<file path="src/hdl/assert_macros.svh">
// Assertion macros shared by the RTL. Empty when SYNTH is defined.
// Each macro expects clk and rst_n in scope.
`ifndef ASSERT_MACROS_SVH
`define ASSERT_MACROS_SVH

`ifndef SYNTH
// condition holds at every clock edge out of reset
`define ASSERT_ALWAYS(lbl, cond, msg) \
    lbl: assert property (@(posedge clk) disable iff (!rst_n) (cond)) else $error(msg);
// antecedent implies consequent in the same cycle
`define ASSERT_IMPLIES(lbl, ante, cons, msg) \
    lbl: assert property (@(posedge clk) disable iff (!rst_n) (ante) |-> (cons)) \
        else $error(msg);
// antecedent implies consequent in the next cycle
`define ASSERT_NEXT(lbl, ante, cons, msg) \
    lbl: assert property (@(posedge clk) disable iff (!rst_n) (ante) |=> (cons)) \
        else $error(msg);
`else
`define ASSERT_ALWAYS(lbl, cond, msg)
`define ASSERT_IMPLIES(lbl, ante, cons, msg)
`define ASSERT_NEXT(lbl, ante, cons, msg)
`endif

`endif

</file>
<file path="src/hdl/hrrd_pkg.sv">
package hrrd_pkg;

    // default size limits
    localparam int DEF_MAX_WIDTH  = 1024;
    localparam int DEF_MAX_HEIGHT = 1024;

    // raw register widths
    localparam int DIM_W  = 11;
    localparam int ROW_W  = 10;
    localparam int MLW_W  = 8;
    localparam int PIX_W  = 8;
    localparam int RUN_W  = 9;
    // internal width for clamped sizes and position compares (holds 4096)
    localparam int SIZE_W = 13;

    // reset values
    localparam logic [DIM_W-1:0] RST_WIDTH  = DIM_W'(320);
    localparam logic [DIM_W-1:0] RST_HEIGHT = DIM_W'(240);
    localparam logic [ROW_W-1:0] RST_PREF   = '0;
    localparam logic [MLW_W-1:0] RST_MLW    = MLW_W'(5);

    // configuration register indexes
    typedef enum logic [1:0] {
        REG_IMAGE_WIDTH       = 2'd0,
        REG_IMAGE_HEIGHT      = 2'd1,
        REG_PREFERRED_HORIZON = 2'd2,
        REG_MIN_LINE_WIDTH    = 2'd3
    } reg_index_t;

    // outcome codes
    typedef enum logic [1:0] {
        OUTCOME_DEFAULT  = 2'd0,
        OUTCOME_TWO_LINE = 2'd1,
        OUTCOME_TOUCH    = 2'd2
    } outcome_t;

    // clamped configuration seen by the core
    typedef struct packed {
        logic [SIZE_W-1:0] width;
        logic [SIZE_W-1:0] height;
        logic [ROW_W-1:0]  pref;
        logic [MLW_W-1:0]  min_line;
    } cfg_t;

    // one result
    typedef struct packed {
        outcome_t          outcome;
        logic [ROW_W-1:0]  horizon_row;
    } result_t;

endpackage

</file>
<file path="src/hdl/horizon_row_run_detector.sv">
// Horizon row run detector. Takes one binary pixel per clock in raster order
// while s_tready is high (tuser marks the first pixel of a frame) and returns
// one transfer on the last pixel of each frame: the chosen horizon row and how
// it was found. The per-pixel update of the run and row counters is
// combinational, between the input register and the result register. The
// input register keeps taking pixels while a result waits on the output side;
// only the last pixel of the next frame is held until that result has been
// taken. Configuration writes are taken at any time but must only be issued
// while no pixel is in flight.
module horizon_row_run_detector #(
    parameter int MAX_WIDTH  = hrrd_pkg::DEF_MAX_WIDTH,
    parameter int MAX_HEIGHT = hrrd_pkg::DEF_MAX_HEIGHT
) (
    input  logic                        clk,
    input  logic                        rst_n,
    // pixel stream
    input  logic                        s_tvalid,
    output logic                        s_tready,
    input  logic [7:0]                  s_tdata,   // [7:0] pixel
    input  logic                        s_tuser,   // [0] frame_start
    // result stream
    output logic                        m_tvalid,
    input  logic                        m_tready,
    output logic [15:0]                 m_tdata,   // [9:0] horizon_row, [11:10] outcome
    // configuration writes
    input  logic                        cfg_valid,
    output logic                        cfg_ready,
    input  logic [1:0]                  cfg_index,
    input  logic [hrrd_pkg::DIM_W-1:0]  cfg_data
);
    import hrrd_pkg::*;

    logic             in_valid_reg, in_valid_next;
    logic [PIX_W-1:0] pixel_reg;
    logic             fs_reg;
    logic             out_valid_reg, out_valid_next;
    result_t          out_reg;
    logic             advance;
    logic             res_valid;
    result_t          res;
    cfg_t             cfg;

    hrrd_cfg_regs #(
        .MAX_WIDTH  (MAX_WIDTH),
        .MAX_HEIGHT (MAX_HEIGHT)
    ) u_cfg (
        .clk       (clk),
        .rst_n     (rst_n),
        .cfg_valid (cfg_valid),
        .cfg_ready (cfg_ready),
        .cfg_index (cfg_index),
        .cfg_data  (cfg_data),
        .cfg       (cfg)
    );

    // core steps when a pixel is held and any result it makes has a free slot
    assign advance  = in_valid_reg && (!res_valid || !out_valid_reg || m_tready);
    assign s_tready = !in_valid_reg || advance;

    hrrd_core #(
        .MAX_WIDTH  (MAX_WIDTH),
        .MAX_HEIGHT (MAX_HEIGHT)
    ) u_core (
        .clk         (clk),
        .rst_n       (rst_n),
        .cfg         (cfg),
        .step        (advance),
        .pixel       (pixel_reg),
        .frame_start (fs_reg),
        .res_valid   (res_valid),
        .res         (res)
    );

    // handshake state
    always_comb
    begin
        if (s_tvalid && s_tready)
            in_valid_next = 1'b1;
        else if (advance)
            in_valid_next = 1'b0;
        else
            in_valid_next = in_valid_reg;

        if (advance && res_valid)
            out_valid_next = 1'b1;
        else
            out_valid_next = out_valid_reg && !m_tready;
    end

    always_ff @(posedge clk or negedge rst_n)
    begin
        if (!rst_n)
        begin
            in_valid_reg  <= 1'b0;
            out_valid_reg <= 1'b0;
        end
        else
        begin
            in_valid_reg  <= in_valid_next;
            out_valid_reg <= out_valid_next;
        end
    end

    // payload registers
    always_ff @(posedge clk)
    begin
        if (s_tvalid && s_tready)
        begin
            pixel_reg <= s_tdata;
            fs_reg    <= s_tuser;
        end
        if (advance && res_valid)
            out_reg <= res;
    end

    assign m_tvalid = out_valid_reg;
    assign m_tdata  = {4'b0000, out_reg.outcome, out_reg.horizon_row};

endmodule

</file>
<file path="src/hdl/hrrd_cfg_regs.sv">
module hrrd_cfg_regs #(
    parameter int MAX_WIDTH  = hrrd_pkg::DEF_MAX_WIDTH,
    parameter int MAX_HEIGHT = hrrd_pkg::DEF_MAX_HEIGHT
) (
    input  logic                        clk,
    input  logic                        rst_n,
    input  logic                        cfg_valid,
    output logic                        cfg_ready,
    input  logic [1:0]                  cfg_index,
    input  logic [hrrd_pkg::DIM_W-1:0]  cfg_data,
    output hrrd_pkg::cfg_t              cfg
);
    import hrrd_pkg::*;

    logic [DIM_W-1:0] width_reg;
    logic [DIM_W-1:0] height_reg;
    logic [ROW_W-1:0] pref_reg;
    logic [MLW_W-1:0] mlw_reg;
    logic [SIZE_W-1:0] width_ext;
    logic [SIZE_W-1:0] height_ext;

    assign cfg_ready = 1'b1;

    // register writes
    always_ff @(posedge clk or negedge rst_n)
    begin
        if (!rst_n)
        begin
            width_reg  <= RST_WIDTH;
            height_reg <= RST_HEIGHT;
            pref_reg   <= RST_PREF;
            mlw_reg    <= RST_MLW;
        end
        else if (cfg_valid)
        begin
            case (reg_index_t'(cfg_index))
                REG_IMAGE_WIDTH:       width_reg  <= cfg_data;
                REG_IMAGE_HEIGHT:      height_reg <= cfg_data;
                REG_PREFERRED_HORIZON: pref_reg   <= cfg_data[ROW_W-1:0];
                REG_MIN_LINE_WIDTH:    mlw_reg    <= cfg_data[MLW_W-1:0];
                default:               ;
            endcase
        end
    end

    // clamp sizes into the supported range
    assign width_ext  = SIZE_W'(width_reg);
    assign height_ext = SIZE_W'(height_reg);

    always_comb
    begin
        if (width_ext < SIZE_W'(3))
            cfg.width = SIZE_W'(3);
        else if (width_ext > SIZE_W'(MAX_WIDTH))
            cfg.width = SIZE_W'(MAX_WIDTH);
        else
            cfg.width = width_ext;

        if (height_ext < SIZE_W'(1))
            cfg.height = SIZE_W'(1);
        else if (height_ext > SIZE_W'(MAX_HEIGHT))
            cfg.height = SIZE_W'(MAX_HEIGHT);
        else
            cfg.height = height_ext;

        cfg.pref     = pref_reg;
        cfg.min_line = mlw_reg;
    end

endmodule

</file>
<file path="src/hdl/hrrd_core.sv">
module hrrd_core #(
    parameter int MAX_WIDTH  = hrrd_pkg::DEF_MAX_WIDTH,
    parameter int MAX_HEIGHT = hrrd_pkg::DEF_MAX_HEIGHT
) (
    input  logic                        clk,
    input  logic                        rst_n,
    input  hrrd_pkg::cfg_t              cfg,
    input  logic                        step,
    input  logic [hrrd_pkg::PIX_W-1:0]  pixel,
    input  logic                        frame_start,
    output logic                        res_valid,
    output hrrd_pkg::result_t           res
);
    import hrrd_pkg::*;
    `include "assert_macros.svh"

    localparam int CW = $clog2(MAX_WIDTH);
    localparam int RW = (MAX_HEIGHT > 1) ? $clog2(MAX_HEIGHT) : 1;

    // state
    logic [CW-1:0]    col_reg,   col_next;
    logic [RW-1:0]    row_reg,   row_next;
    logic [RUN_W-1:0] len_reg,   len_next;
    logic             inrun_reg, inrun_next;
    logic             lock_reg,  lock_next;
    logic [1:0]       runs_reg,  runs_next;
    logic             tch_reg,   tch_next;
    logic [RW-1:0]    trow_reg,  trow_next;
    logic             dec_reg,   dec_next;
    logic [RW-1:0]    drow_reg,  drow_next;

    // working values
    logic [CW-1:0]    col0;
    logic [RW-1:0]    row0;
    logic [RUN_W-1:0] len0, len1, len_inc;
    logic             inrun0, inrun1;
    logic             lock0, lock1;
    logic [1:0]       runs0, runs1;
    logic             tch0, tch1;
    logic [RW-1:0]    trow0, trow1;
    logic             dec0, dec2;
    logic [RW-1:0]    drow0, drow2;
    logic             white, active, in_cols, row_end, frame_end;

    function automatic logic [RUN_W-1:0] sat_inc(input logic [RUN_W-1:0] v);
        sat_inc = (v == '1) ? v : v + RUN_W'(1);
    endfunction

    always_comb
    begin
        // frame start clears position and search state first
        col0   = frame_start ? '0   : col_reg;
        row0   = frame_start ? '0   : row_reg;
        len0   = frame_start ? '0   : len_reg;
        inrun0 = frame_start ? 1'b0 : inrun_reg;
        lock0  = frame_start ? 1'b0 : lock_reg;
        runs0  = frame_start ? '0   : runs_reg;
        tch0   = frame_start ? 1'b0 : tch_reg;
        trow0  = frame_start ? '0   : trow_reg;
        dec0   = frame_start ? 1'b0 : dec_reg;
        drow0  = frame_start ? '0   : drow_reg;

        white   = (pixel != '0);
        active  = !dec0 && (SIZE_W'(row0) >= SIZE_W'(cfg.pref));
        in_cols = (col0 != '0) && (SIZE_W'(col0) + SIZE_W'(2) <= cfg.width);

        len1    = len0;
        inrun1  = inrun0;
        lock1   = lock0;
        runs1   = runs0;
        tch1    = tch0;
        trow1   = trow0;
        len_inc = len0;

        // run tracking
        if (active && in_cols)
        begin
            if (!white)
                lock1 = 1'b0;
            if (white && !inrun0 && !lock1)
            begin
                inrun1 = 1'b1;
                len1   = sat_inc(len0);
            end
            if (white && inrun1)
            begin
                len_inc = sat_inc(len1);
                len1    = len_inc;
                if (len_inc > RUN_W'(cfg.min_line))
                begin
                    if (!tch0)
                    begin
                        tch1  = 1'b1;
                        trow1 = row0;
                    end
                    if (runs0 != 2'd3)
                        runs1 = runs0 + 2'd1;
                    lock1 = 1'b1;
                    len1  = '0;
                end
            end
            if (!white && inrun0)
            begin
                inrun1 = 1'b0;
                len1   = '0;
            end
        end

        // row and frame end
        row_end   = (SIZE_W'(col0) + SIZE_W'(1) >= cfg.width);
        frame_end = row_end && (SIZE_W'(row0) + SIZE_W'(1) >= cfg.height);

        dec2  = dec0;
        drow2 = drow0;
        if (row_end && active && runs1 > 2'd1)
        begin
            dec2  = 1'b1;
            drow2 = row0;
        end

        // result selection
        if (dec2)
        begin
            res.horizon_row = ROW_W'(drow2);
            res.outcome     = OUTCOME_TWO_LINE;
        end
        else if (tch1)
        begin
            res.horizon_row = ROW_W'(trow1);
            res.outcome     = OUTCOME_TOUCH;
        end
        else
        begin
            res.horizon_row = cfg.pref;
            res.outcome     = OUTCOME_DEFAULT;
        end
        // held pixel closes a frame; the caller qualifies it with step
        res_valid = frame_end;

        // next state
        if (frame_end)
        begin
            col_next   = '0;
            row_next   = '0;
            len_next   = '0;
            inrun_next = 1'b0;
            lock_next  = 1'b0;
            runs_next  = '0;
            tch_next   = 1'b0;
            trow_next  = '0;
            dec_next   = 1'b0;
            drow_next  = '0;
        end
        else if (row_end)
        begin
            col_next   = '0;
            row_next   = row0 + RW'(1);
            len_next   = '0;
            inrun_next = 1'b0;
            lock_next  = 1'b0;
            runs_next  = '0;
            tch_next   = tch1;
            trow_next  = trow1;
            dec_next   = dec2;
            drow_next  = drow2;
        end
        else
        begin
            col_next   = col0 + CW'(1);
            row_next   = row0;
            len_next   = len1;
            inrun_next = inrun1;
            lock_next  = lock1;
            runs_next  = runs1;
            tch_next   = tch1;
            trow_next  = trow1;
            dec_next   = dec2;
            drow_next  = drow2;
        end
    end

    always_ff @(posedge clk or negedge rst_n)
    begin
        if (!rst_n)
        begin
            col_reg   <= '0;
            row_reg   <= '0;
            len_reg   <= '0;
            inrun_reg <= 1'b0;
            lock_reg  <= 1'b0;
            runs_reg  <= '0;
            tch_reg   <= 1'b0;
            trow_reg  <= '0;
            dec_reg   <= 1'b0;
            drow_reg  <= '0;
        end
        else if (step)
        begin
            col_reg   <= col_next;
            row_reg   <= row_next;
            len_reg   <= len_next;
            inrun_reg <= inrun_next;
            lock_reg  <= lock_next;
            runs_reg  <= runs_next;
            tch_reg   <= tch_next;
            trow_reg  <= trow_next;
            dec_reg   <= dec_next;
            drow_reg  <= drow_next;
        end
    end

    // a decision needs two lines, so the touch row is set too
    `ASSERT_IMPLIES(a_dec_touched, dec_reg, tch_reg, "decided without touch")
    `ASSERT_IMPLIES(a_dec_row, dec_reg, drow_reg <= row_reg, "decided row ahead of position")
    `ASSERT_IMPLIES(a_touch_row, tch_reg, trow_reg <= row_reg, "touch row ahead of position")
    `ASSERT_IMPLIES(a_run_idle, !inrun_reg, len_reg == '0, "run length left outside a run")

endmodule
</file>
<file path="config.mk">
export PLATFORM = sky130hd
export DESIGN_NAME = horizon_row_run_detector
export DESIGN_NICKNAME = d
export VERILOG_FILES = /design/src/hdl/hrrd_pkg.sv /design/src/hdl/horizon_row_run_detector.sv /design/src/hdl/hrrd_cfg_regs.sv /design/src/hdl/hrrd_core.sv
export VERILOG_INCLUDE_DIRS = /design/src /design/src/hdl
export SDC_FILE = /design/constraint.sdc
export NUM_CORES = 1
export LEC_CHECK = 0
export BUFFER_PORTS_ARGS = -buffer_cell sky130_fd_sc_hd__buf_2
export CAP_MARGIN = 20
export CORE_ASPECT_RATIO = 0.75
export CORE_UTILIZATION = 35
export CTS_CLUSTER_DIAMETER = 100
export CTS_CLUSTER_SIZE = 14
export DETAILED_ROUTE_END_ITERATION = 8
export MAX_ROUTING_LAYER = met4
export PLACE_DENSITY = 0.55
export SKIP_CTS_REPAIR_TIMING = 1
export SYNTH_ARGS = -nofsm -noshare
export SYNTH_HDL_FRONTEND = slang
export SYNTH_SLANG_ARGS = --single-unit
</file>
<file path="constraint.sdc">
create_clock -name clk -period 5.8 [get_ports clk]
set_input_delay 1.16 -clock clk [delete_from_list [all_inputs] [get_ports clk]]
set_output_delay 1.16 -clock clk [all_outputs]
set_load 0.005 [all_outputs]
</file>
==> results of run 1 <==
## worst paths after layout
path                            cells after the start  slack [ps]                from                  to
max in group asynchronous                           2        3900               rst_n  u_cfg.width_reg[5]
min in group asynchronous                           1         730               rst_n        in_valid_reg
worst min-delay path                                1         500  u_core.drow_reg[2]  u_core.drow_reg[2]
worst max-delay path                               18         340              fs_reg            s_tready
worst min register to register                      1         500  u_core.drow_reg[2]  u_core.drow_reg[2]
worst max register to register                     22         360              fs_reg          m_tdata[8]
## logic make-up (layout without fill, tap and decap cells)
logic type               after synthesis  count (layout)  synth area share
XOR/XNOR                              34              34            0.0397
buffers and inverters                 74             134            0.0425
AND/OR/NAND/NOR                      265             265             0.175
flip-flops                           118             118             0.409
other                                  2               5           0.00100
multiplexers                          41              41            0.0615
adder cells (fa/ha/maj)               56              56            0.0934
AO/OA/AOI/OAI                        179             179             0.178
## stage by stage
| step | util | std cells | hold WS [ps] | area (um^2) |
|---|---|---|---|---|
| 4_1_cts | 0.419 | 1113 | 503 | 8640 |
| 3_5_place_dp | 0.392 | 1081 | 488 | 8070 |
| 3_3_place_gp | 0.392 | 1081 | 487 | 8070 |
| 5_1_grt | 0.422 | 1114 | 511 | 8700 |
| 2_1_floorplan | - | 772 | 466 | 7520 |
| 6_report | 0.422 | 1114 | 505 | 8700 |
## synth_stat cells (20+ instances only)
library cell | instances | area (um^2)
sky130_fd_sc_hd__nand2_1 | 91 | 342
sky130_fd_sc_hd__nor2_1 | 58 | 218
sky130_fd_sc_hd__xor2_1 | 20 | 175
sky130_fd_sc_hd__edfxtp_1 | 21 | 631
sky130_fd_sc_hd__dfrtp_1 | 89 | 2230
sky130_fd_sc_hd__a21oi_1 | 28 | 140
sky130_fd_sc_hd__clkbuf_1 | 21 | 78.8
sky130_fd_sc_hd__mux2_2 | 40 | 450
sky130_fd_sc_hd__inv_1 | 36 | 135
sky130_fd_sc_hd__nand3_1 | 30 | 150
sky130_fd_sc_hd__a22o_1 | 30 | 263
sky130_fd_sc_hd__ha_1 | 56 | 701
## layout make-up
type                       count  area, um^2  area share
timing repair buffer          65         390      0.0449
tap                          282         353      0.0406
clock buffer                  19         433      0.0498
clock inverter                13         134      0.0154
multi-input combinational    580        4180       0.481
inverter                      37         139      0.0160
sequential                   118        3070       0.353
## where the power goes
part | total [mW] | leakage (nW) | switching [mW] | internal, mW
clock network | 1.03 | 0.263 | 0.400 | 0.628
logic | 0.427 | 2.20 | 0.248 | 0.178
registers | 1.00 | 1.45 | 0.0760 | 0.925
## cells in the final DEF (no fill, tap or decap), drive strengths merged, types with 11 or more instances in the layout
cell and n:
nor2 58, mux2 41, xnor2 14, edfxtp 21, nand2 91, a22o 30
and3 13, a22oi 11, nand3 30, ha 56, nor2b 16, inv 37
clkbuf 19, o21ai 27, a21oi 30, nor4 12, buf 65, xor2 20
dfrtp 89, a21o 11
## critical path, stage by stage (launching register included)
cell	delay, ps
sky130_fd_sc_hd__edfxtp_1	410
sky130_fd_sc_hd__buf_4	240
sky130_fd_sc_hd__inv_1	90
sky130_fd_sc_hd__buf_4	240
sky130_fd_sc_hd__nand2_1	150
sky130_fd_sc_hd__inv_1	200
sky130_fd_sc_hd__ha_1	270
sky130_fd_sc_hd__nand3_1	140
sky130_fd_sc_hd__nor2_1	180
sky130_fd_sc_hd__and3_1	210
sky130_fd_sc_hd__xor2_1	260
sky130_fd_sc_hd__ha_1	200
sky130_fd_sc_hd__nand4_1	110
sky130_fd_sc_hd__or3_1	380
sky130_fd_sc_hd__o2111ai_1	170
sky130_fd_sc_hd__nand2_1	190
sky130_fd_sc_hd__nor2_1	130
sky130_fd_sc_hd__nand2_1	90
sky130_fd_sc_hd__buf_2	180
## per-layer routing
| metal | vias up | part of all wire | GRT usage |
|---|---|---|---|
| met4 | 0 | 0.012 | 0.0557 |
| met1 | 3010 | 0.54 | 0.322 |
| li1 | 2916 | - | - |
| met3 | 22 | 0.056 | 0.0397 |
| met5 | - | 0 | - |
| met2 | 184 | 0.39 | 0.259 |
==> summary.txt, run 1 <==
Distinct cells, synth - 74
result of the run - completed
post-layout minimum cycle time - 5460 ps
total number of vias - 6132
Yosys warnings - 0
first-pass GRT wire length - 33300 um
Die Ht - 129 um
part of the Yosys area used for sequential elements - 0.409
global router's overall resource usage - 0.206
aggregate routed wire length - 20600 um
Routed WL per cell - 18.5 um
CP endpoint kind - output port
DIE WIDTH - 171 um
final-report setup violation count - 0
element type at the critical path start - flop
arrival time of the worst setup path - 4300 ps
maximum resistive drop on vdd - 0.165 mV
routability congestion estimate - 0.863
count of buffers inserted at the top-level ports - 40
pin count of the biggest net entering global routing - 56
DP Worst Slack - 88.9 ps
Post-Synthesis Cell Area - 0.00750 mm^2
library cell used as clock root buffer - sky130_fd_sc_hd__clkbuf_16
type of the worst setup path - flop to output port
Layout area overhead - 15.9%
total I/O pin count - 46
worst-path maximum fanout - 21
initial antenna violation count - 0
number of instances in the synthesized netlist - 769
overall die area - 0.0220 mm^2
power density cells - 282 mW/mm^2
share of post-route cells with drive strength above 1 - 0.201
initial standard-cell utilization of the core - 0.364
synthesized area per cell - 9.76 um^2
number of iterations in the first detailed-routing pass - 5
MaxCap Viol Count - 0
clock tree from TritonCTS - done
filler cell count - 2031
flops & latches, synth - 118
Reg clk slew, reported paths - 60 ps
unrepaired setup endpoints after global routing - no
count of endpoints failing hold in the final timing report - 0
worst min path class - flop to flop
first-iteration detailed-routing DRC count - 637
fin nets - 902
final global-route overflow total - 0
Skew-Pair Late Insertion Delay - 430 ps
number of synthesized flops with an enable pin - 21
Rel. slew slack - 0.374
Core Region - 0.0206 mm^2
level count of the clock H-tree - 4
setup tns final - 0 ps
transition time at the pin with the least slew margin - 936 ps
highest clock frequency the design can meet - 0.183 GHz
post-layout power - 2.46 mW
DR vias/cell - 5.50
number of core rows - 45
number of max-slew violations in the final report - 0
via count of the first global-routing pass - 5816
leading register cell type out of synthesis - sky130_fd_sc_hd__dfrtp_1
worst-case setup margin in the final layout - 343 ps
clock tree skew after final layout - 9.55 ps
drt drc - 0
half-perimeter wire length after placement - 15400 um
number of flip-flops under the largest register name - 12
post-detailed-route count of antenna-violating nets - 0
LEAKAGE - 3.92 nW
post-route fraction of the period consumed by the critical path - 0.941
final antenna diode count - 0
maximum root-to-sink buffer count - 2
cts bufs inserted - 17
Data required, critical path - 4640 ps
async set or reset register ratio after synthesis - 0.822
total clock sinks - 118
No activity file was read; power rests on OpenSTA's default activity.
==> run 2, diff against run 1 <==
Settings changed: CAP_MARGIN 20 to default, GPL_TIMING_DRIVEN from default to 0.
==> run 2 against run 1 <==
Net effect:
- sequential power about the same
- worst setup slack worse by 230 ps
- critical path depth rose by 4
- global-route usage grew 0.50 points
- die area did not move
- via count rose by 1.4%
- combinational power increased by 3%
- non-clock buffer count is 23 higher
- clock skew fell by 2.3 ps
==> summary.txt, run 2 (synthesized netlist as in run 1, its figures left out) <==
result of the run - completed (unchanged)
first-pass GRT wire length - 33700 um (was 33300 um)
maximum resistive drop on vdd - 0.168 mV (was 0.165 mV)
Final Instance Count excl. Fillers - 1137 (was 1114)
Hold Path Cell Cnt - 1 (unchanged)
cell class contributing the biggest share of worst-path delay - simple AND/OR/NAND/NOR gates (unchanged)
clock network fraction of total power - 0.429 (was 0.419)
via count of the first global-routing pass - 5975 (was 5816)
switching power of the nets - 0.734 mW (was 0.725 mW)
CP Cell Sequence - buf_6 -> nand4b_1 -> or4_4 -> o211a_4 -> nand2_1 -> mux2_2 -> ha_2 -> and3_1 -> o211ai_2 -> or4_4 -> and3_4 -> xor2_1 -> ha_1 -> buf_4 -> a2111oi_4 -> o21ai_1 -> a21boi_2 -> nand2_1 -> a41o_1 -> buf_4 -> a21oi_2 -> o32ai_1 (was buf_4 -> inv_1 -> buf_4 -> nand2_1 -> inv_1 -> ha_1 -> nand3_1 -> nor2_1 -> and3_1 -> xor2_1 -> ha_1 -> nand4_1 -> or3_1 -> o2111ai_1 -> nand2_1 -> nor2_1 -> nand2_1 -> buf_2)
Reg clk slew, reported paths - 60 ps (about the same)
share of post-route cells with drive strength above 1 - 0.214 (was 0.201)
arrival time of the worst setup path - 5830 ps (was 4300 ps)
R2R setup slack - 110 ps (was 360 ps)
highest clock frequency the design can meet - 0.176 GHz (was 0.183 GHz)
total clock sinks - 118 (unchanged)
most common cell after layout, fill and taps aside - sky130_fd_sc_hd__nand2_1 (unchanged)
overall die area - 0.0220 mm^2 (unchanged)
number of iterations in the first detailed-routing pass - 5 (unchanged)
library cell used as clock root buffer - sky130_fd_sc_hd__clkbuf_16 (unchanged)
total number of vias - 6217 (was 6132)
routability congestion estimate - 0.913 (was 0.863)
final-report setup violation count - 0 (unchanged)
first-iteration detailed-routing DRC count - 469 (was 637)
DP Worst Slack - -568 ps (was 88.9 ps)
pin count of the biggest net entering global routing - 63 (was 56)
unrepaired setup endpoints after global routing - yes (was no)
power density cells - 282 mW/mm^2 (about the same)
post-layout minimum cycle time - 5690 ps (was 5460 ps)
number of max-slew violations in the final report - 0 (unchanged)
proportion of power drawn by flip-flops and latches - 0.396 (was 0.407)
count of buffers inserted at the top-level ports - 40 (unchanged)
Die Ht - 129 um (unchanged)
P_int - 1.78 mW (was 1.73 mW)
CP endpoint kind - flop (was output port)
drt drc - 0 (unchanged)
r2r worst-path depth - 22 (unchanged)
DIE WIDTH - 171 um (unchanged)
element type at the critical path start - flop (unchanged)
aggregate routed wire length - 21200 um (was 20600 um)
final antenna diode count - 0 (unchanged)
cts bufs inserted - 17 (unchanged)
post-layout instance area - 0.00894 mm^2 (was 0.00870 mm^2)
worst reg2reg startpoint - fs_reg (unchanged)
commonest cells after routing, fill and taps aside - sky130_fd_sc_hd__nand2_1 (90), sky130_fd_sc_hd__dfrtp_1 (89), sky130_fd_sc_hd__nor2_1 (56) (was sky130_fd_sc_hd__nand2_1 (91), sky130_fd_sc_hd__dfrtp_1 (89), sky130_fd_sc_hd__nor2_1 (58))
transition time at the pin with the least slew margin - 752 ps (was 936 ps)
worst-path maximum fanout - 10 (was 21)
count of endpoints failing hold in the final timing report - 0 (unchanged)
end of the worst register-to-register path - m_tdata[3] (was m_tdata[8])
global router's overall resource usage - 0.211 (was 0.206)
clock tree from TritonCTS - done (unchanged)
number of core rows - 45 (unchanged)
final hold slack - 501 ps (was 505 ps)
Data required, critical path - 5940 ps (was 4640 ps)
Layout area overhead - 19.2% (was 15.9%)
worst-case setup margin in the final layout - 111 ps (was 343 ps)
Routed WL per cell - 18.6 um (was 18.5 um)
initial antenna violation count - 0 (unchanged)
level count of the clock H-tree - 4 (unchanged)
half-perimeter wire length after placement - 16100 um (was 15400 um)
crit-path max cell delay - 590 ps (was 410 ps)
clock tree skew after final layout - 7.25 ps (was 9.55 ps)
post-detailed-route count of antenna-violating nets - 0 (unchanged)
Skew-Pair Late Insertion Delay - 430 ps (about the same)
total I/O pin count - 46 (unchanged)
worst min path class - flop to flop (unchanged)
DR vias/cell - 5.47 (was 5.50)
maximum root-to-sink buffer count - 2 (unchanged)
post-layout power - 2.52 mW (was 2.46 mW)
hold endpoint - u_core.drow_reg[4] (was u_core.drow_reg[2])
number of flip-flops under the largest register name - 12 (unchanged)
critical-path cell with the highest stage delay - sky130_fd_sc_hd__or4_4 (was sky130_fd_sc_hd__edfxtp_1)
LEAKAGE - 4.00 nW (was 3.92 nW)
post-route fraction of the period consumed by the critical path - 0.981 (was 0.941)
fin nets - 925 (was 902)
Core Region - 0.0206 mm^2 (unchanged)
type of the worst setup path - flop to flop (was flop to output port)
hold path start - u_core.drow_reg[4] (was u_core.drow_reg[2])
Rel. slew slack - 0.499 (was 0.374)
cell count after placement - 1095 (was 1081)
sw frac - 0.292 (was 0.295)
MaxCap Viol Count - 0 (unchanged)
area of placed instances - 0.00810 mm^2 (was 0.00807 mm^2)
logic gate share of total power - 0.175 (was 0.174)
initial standard-cell utilization of the core - 0.364 (unchanged)
final global-route overflow total - 0 (unchanged)
Buf/Inv on CP - 3 (was 5)
[run 2: changes by cell type in the layout (fill, tap and decap cells not counted), moves of 3 or more]
| cell | change |
|---|---|
| sky130_fd_sc_hd__buf_4 | -7 |
| sky130_fd_sc_hd__clkbuf_1 | +16 |
| sky130_fd_sc_hd__a21oi_2 | +4 |
| sky130_fd_sc_hd__buf_6 | +3 |
| sky130_fd_sc_hd__buf_2 | +4 |
| sky130_fd_sc_hd__a21oi_1 | -4 |
| sky130_fd_sc_hd__clkinv_4 | +3 |
[run 2: worst max-delay path by stage]
stage	startpoint	cells after the start	end	slack [ps]
floorplan	fs_reg	22	m_tdata[5]	530
global placement	pixel_reg[1]	20	u_core.trow_reg[1]	-570
detailed placement	pixel_reg[1]	20	u_core.trow_reg[0]	-570
CTS	fs_reg	18	s_tready	-780
global route	fs_reg	18	s_tready	-40
finish	fs_reg	22	m_tdata[3]	110
[run 2: layout make-up]
type                       count  area (um^2)
multi-input combinational    580         4270
inverter                      37          139
sequential                   118         3070
fill                        2054        11700
clock inverter                15          180
timing repair buffer          51          305
clock buffer                  17          425
tap                          282          353
buffer                        37          201
[run 2: power by group through the flow]
stage / sequential (mW) / clock [mW] / combinational (mW)
2_1_floorplan: 0.977 / 0 / 0.297
3_3_place_gp: 1.00 / 0 / 0.415
3_5_place_dp: 1.01 / 0 / 0.422
4_1_cts: 0.993 / 1.10 / 0.425
5_1_grt: 1.01 / 1.14 / 0.495
6_report: 0.997 / 1.08 / 0.439
[run 2: layer usage]
| layer | part of all wire | up-vias | track usage |
|---|---|---|---|
| li1 | - | 2960 | - |
| met1 | 0.53 | 3066 | 0.312 |
| met2 | 0.41 | 169 | 0.280 |
| met3 | 0.056 | 22 | 0.0443 |
| met4 | 0.012 | 0 | 0.0651 |
| met5 | 0 | - | - |
[run 2: per-stage QoR]
| stage | setup TNS [ps] | utilization |
|---|---|---|
| 4_1_cts | -26610 | 0.422 |
| 3_3_place_gp | -23150 | 0.392 |
| 2_1_floorplan | 0 | - |
| 6_report | 0 | 0.434 |
| 3_5_place_dp | -23580 | 0.393 |
| 5_1_grt | -70.7 | 0.434 |
[run 2: worst reg2reg max path, stage by stage (launching register included)]
cell                        delay (ps)
sky130_fd_sc_hd__edfxtp_1          380
sky130_fd_sc_hd__buf_6             170
sky130_fd_sc_hd__nand4b_1          230
sky130_fd_sc_hd__or4_4             600
sky130_fd_sc_hd__o211a_4           190
sky130_fd_sc_hd__nand2_1            80
sky130_fd_sc_hd__mux2_2            190
sky130_fd_sc_hd__ha_2              220
sky130_fd_sc_hd__and3_1            200
sky130_fd_sc_hd__o211ai_2          120
sky130_fd_sc_hd__or4_4             570
sky130_fd_sc_hd__and3_4            200
sky130_fd_sc_hd__xor2_1            150
sky130_fd_sc_hd__ha_1              340
sky130_fd_sc_hd__buf_4             150
sky130_fd_sc_hd__a2111oi_4         280
sky130_fd_sc_hd__o21ai_1           130
sky130_fd_sc_hd__a21boi_2          310
sky130_fd_sc_hd__nand2_1           130
sky130_fd_sc_hd__a41o_1            250
sky130_fd_sc_hd__buf_4             200
sky130_fd_sc_hd__a21oi_2           190
sky130_fd_sc_hd__o32ai_1           130
==> run 3, diff against run 2 <==
Settings changed: RECOVER_POWER from default to 25.
==> run 3 against run 2 <==
Net effect:
- the run now ends with max-capacitance violations, max-slew violations left
- cell count did not move
- total power decreased by 0.16%
- worst setup slack gained 9.1 ps
- global-route usage unchanged
- largest cell class unchanged
- die area stayed put
- non-clock buffer count did not move
- count of clock-buffer cells in the layout unchanged
==> summary.txt, run 3 (synthesized netlist as in run 1, its figures left out) <==
area of placed instances - 0.00810 mm^2 (unchanged)
DP Worst Slack - -568 ps (unchanged)
global router's overall resource usage - 0.211 (unchanged)
pin count of the biggest net entering global routing - 63 (unchanged)
overall die area - 0.0220 mm^2 (unchanged)
Layout area overhead - 18.8% (was 19.2%)
Layout Utilization - 0.433 (was 0.434)
arrival time of the worst setup path - 5820 ps (was 5830 ps)
number of max-slew violations in the final report - 100 (was 0)
aggregate routed wire length - 21100 um (was 21200 um)
clock tree skew after final layout - 7.74 ps (was 7.25 ps)
Routed WL per cell - 18.6 um (about the same)
initial standard-cell utilization of the core - 0.364 (unchanged)
first-pass GRT wire length - 33700 um (unchanged)
routability congestion estimate - 0.913 (unchanged)
post-layout minimum cycle time - 5680 ps (was 5690 ps)
post-detailed-route count of antenna-violating nets - 0 (unchanged)
final global-route overflow total - 0 (unchanged)
number of flip-flops under the largest register name - 12 (unchanged)
result of the run - complete, but fails checks (was completed)
fin nets - 925 (unchanged)
setup tns final - 0 ps (unchanged)
share of post-route cells with drive strength above 1 - 0.212 (was 0.214)
total number of vias - 6191 (was 6217)
total I/O pin count - 46 (unchanged)
library cell used as clock root buffer - sky130_fd_sc_hd__clkbuf_16 (unchanged)
clock tree from TritonCTS - done (unchanged)
Core Region - 0.0206 mm^2 (unchanged)
number of core rows - 45 (unchanged)
number of iterations in the first detailed-routing pass - 5 (unchanged)
most common cell after layout, fill and taps aside - sky130_fd_sc_hd__nand2_1 (unchanged)
cts bufs inserted - 17 (unchanged)
DIE WIDTH - 171 um (unchanged)
drt drc - 0 (unchanged)
total clock sinks - 118 (unchanged)
worst-path maximum fanout - 10 (unchanged)
MaxCap Viol Count - 2 (was 0)
CP endpoint kind - flop (unchanged)
worst-case setup margin in the final layout - 120 ps (was 111 ps)
post-layout power - 2.51 mW (was 2.52 mW)
level count of the clock H-tree - 4 (unchanged)
Skew-Pair Late Insertion Delay - 430 ps (about the same)
LEAKAGE - 3.98 nW (was 4.00 nW)
worst min path class - flop to flop (unchanged)
via count of the first global-routing pass - 5975 (unchanged)
final antenna diode count - 0 (unchanged)
half-perimeter wire length after placement - 16100 um (unchanged)
global-route met1 utilization - 0.312 (unchanged)
failing checks - max-capacitance violations, max-slew violations
power density cells - 282 mW/mm^2 (about the same)
unrepaired setup endpoints after global routing - yes (unchanged)
count of buffers inserted at the top-level ports - 40 (unchanged)
element type at the critical path start - flop (unchanged)
met2 Track Usage GR - 0.280 (unchanged)
initial antenna violation count - 0 (unchanged)
R2R setup slack - 120 ps (was 110 ps)
maximum root-to-sink buffer count - 2 (unchanged)
Die Ht - 129 um (unchanged)
maximum resistive drop on vdd - 0.168 mV (about the same)
count of endpoints failing hold in the final timing report - 0 (unchanged)
Reg clk slew, reported paths - 60 ps (about the same)
highest clock frequency the design can meet - 0.176 GHz (about the same)
Data required, critical path - 5940 ps (about the same)
first-iteration detailed-routing DRC count - 471 (was 469)
type of the worst setup path - flop to flop (unchanged)
met3 layer usage reported by global route - 0.0443 (unchanged)
post-route fraction of the period consumed by the critical path - 0.979 (was 0.981)
Rel. slew slack - -0.384 (was 0.499)
most crowded layer after global routing - met1 (unchanged)
post-layout instance area - 0.00891 mm^2 (was 0.00894 mm^2)
commonest cells after routing, fill and taps aside - sky130_fd_sc_hd__nand2_1 (90), sky130_fd_sc_hd__dfrtp_1 (89), sky130_fd_sc_hd__nor2_1 (56) (unchanged)
DR vias/cell - 5.45 (was 5.47)
transition time at the pin with the least slew margin - 2080 ps (was 752 ps)
final-report setup violation count - 0 (unchanged)
## run 3: path summary, 6_finish.rpt
check	start	end	cells after the start
worst max-delay path	fs_reg	m_tdata[3]	22
worst min-delay path	u_core.drow_reg[4]	u_core.drow_reg[4]	1
worst max register to register	fs_reg	m_tdata[3]	22
worst min register to register	u_core.drow_reg[4]	u_core.drow_reg[4]	1
max in group asynchronous	rst_n	u_core.col_reg[6]	2
min in group asynchronous	rst_n	u_core.trow_reg[1]	1
## run 3: stage by stage
stage / instances / hold slack (ps)
3_3_place_gp: 1094 / 487
5_1_grt: 1137 / 515
3_5_place_dp: 1095 / 487
4_1_cts: 1127 / 504
2_1_floorplan: 772 / 466
6_report: 1137 / 502
## run 3: metal layers
layer / vias to the layer above / routed length [um]
met1: 3049 / 11100
met5: - / 0
met2: 155 / 8620
met4: 0 / 270
met3: 23 / 1130
li1: 2964 / -
## run 3: area by class of cell
cell class | instances | area (um^2)
buffer | 37 | 201
clock buffer | 17 | 425
clock inverter | 15 | 180
fill | 2059 | 11700
inverter | 37 | 139
multi-input combinational | 580 | 4270
sequential | 118 | 3070
tap | 282 | 353
timing repair buffer | 51 | 278
## run 3: critical path, stage by stage (launching register included)
cell and delay (ps):
sky130_fd_sc_hd__edfxtp_1 380, sky130_fd_sc_hd__buf_6 170, sky130_fd_sc_hd__nand4b_1 230, sky130_fd_sc_hd__or4_4 590, sky130_fd_sc_hd__o211a_4 190, sky130_fd_sc_hd__nand2_1 80, sky130_fd_sc_hd__mux2_2 190, sky130_fd_sc_hd__ha_2 220
sky130_fd_sc_hd__and3_1 200, sky130_fd_sc_hd__o211ai_2 120, sky130_fd_sc_hd__or4_4 560, sky130_fd_sc_hd__and3_4 200, sky130_fd_sc_hd__xor2_1 150, sky130_fd_sc_hd__ha_1 340, sky130_fd_sc_hd__buf_4 150, sky130_fd_sc_hd__a2111oi_4 280
sky130_fd_sc_hd__o21ai_1 130, sky130_fd_sc_hd__a21boi_2 310, sky130_fd_sc_hd__nand2_1 130, sky130_fd_sc_hd__a41o_1 250, sky130_fd_sc_hd__buf_4 200, sky130_fd_sc_hd__a21oi_2 180, sky130_fd_sc_hd__o32ai_1 120
## run 3: power breakdown
part	switching [mW]	total [mW]	internal, mW
combinational	0.255	0.437	0.182
sequential	0.0721	0.997	0.925
clock	0.405	1.08	0.675
total	0.732	2.51	1.78
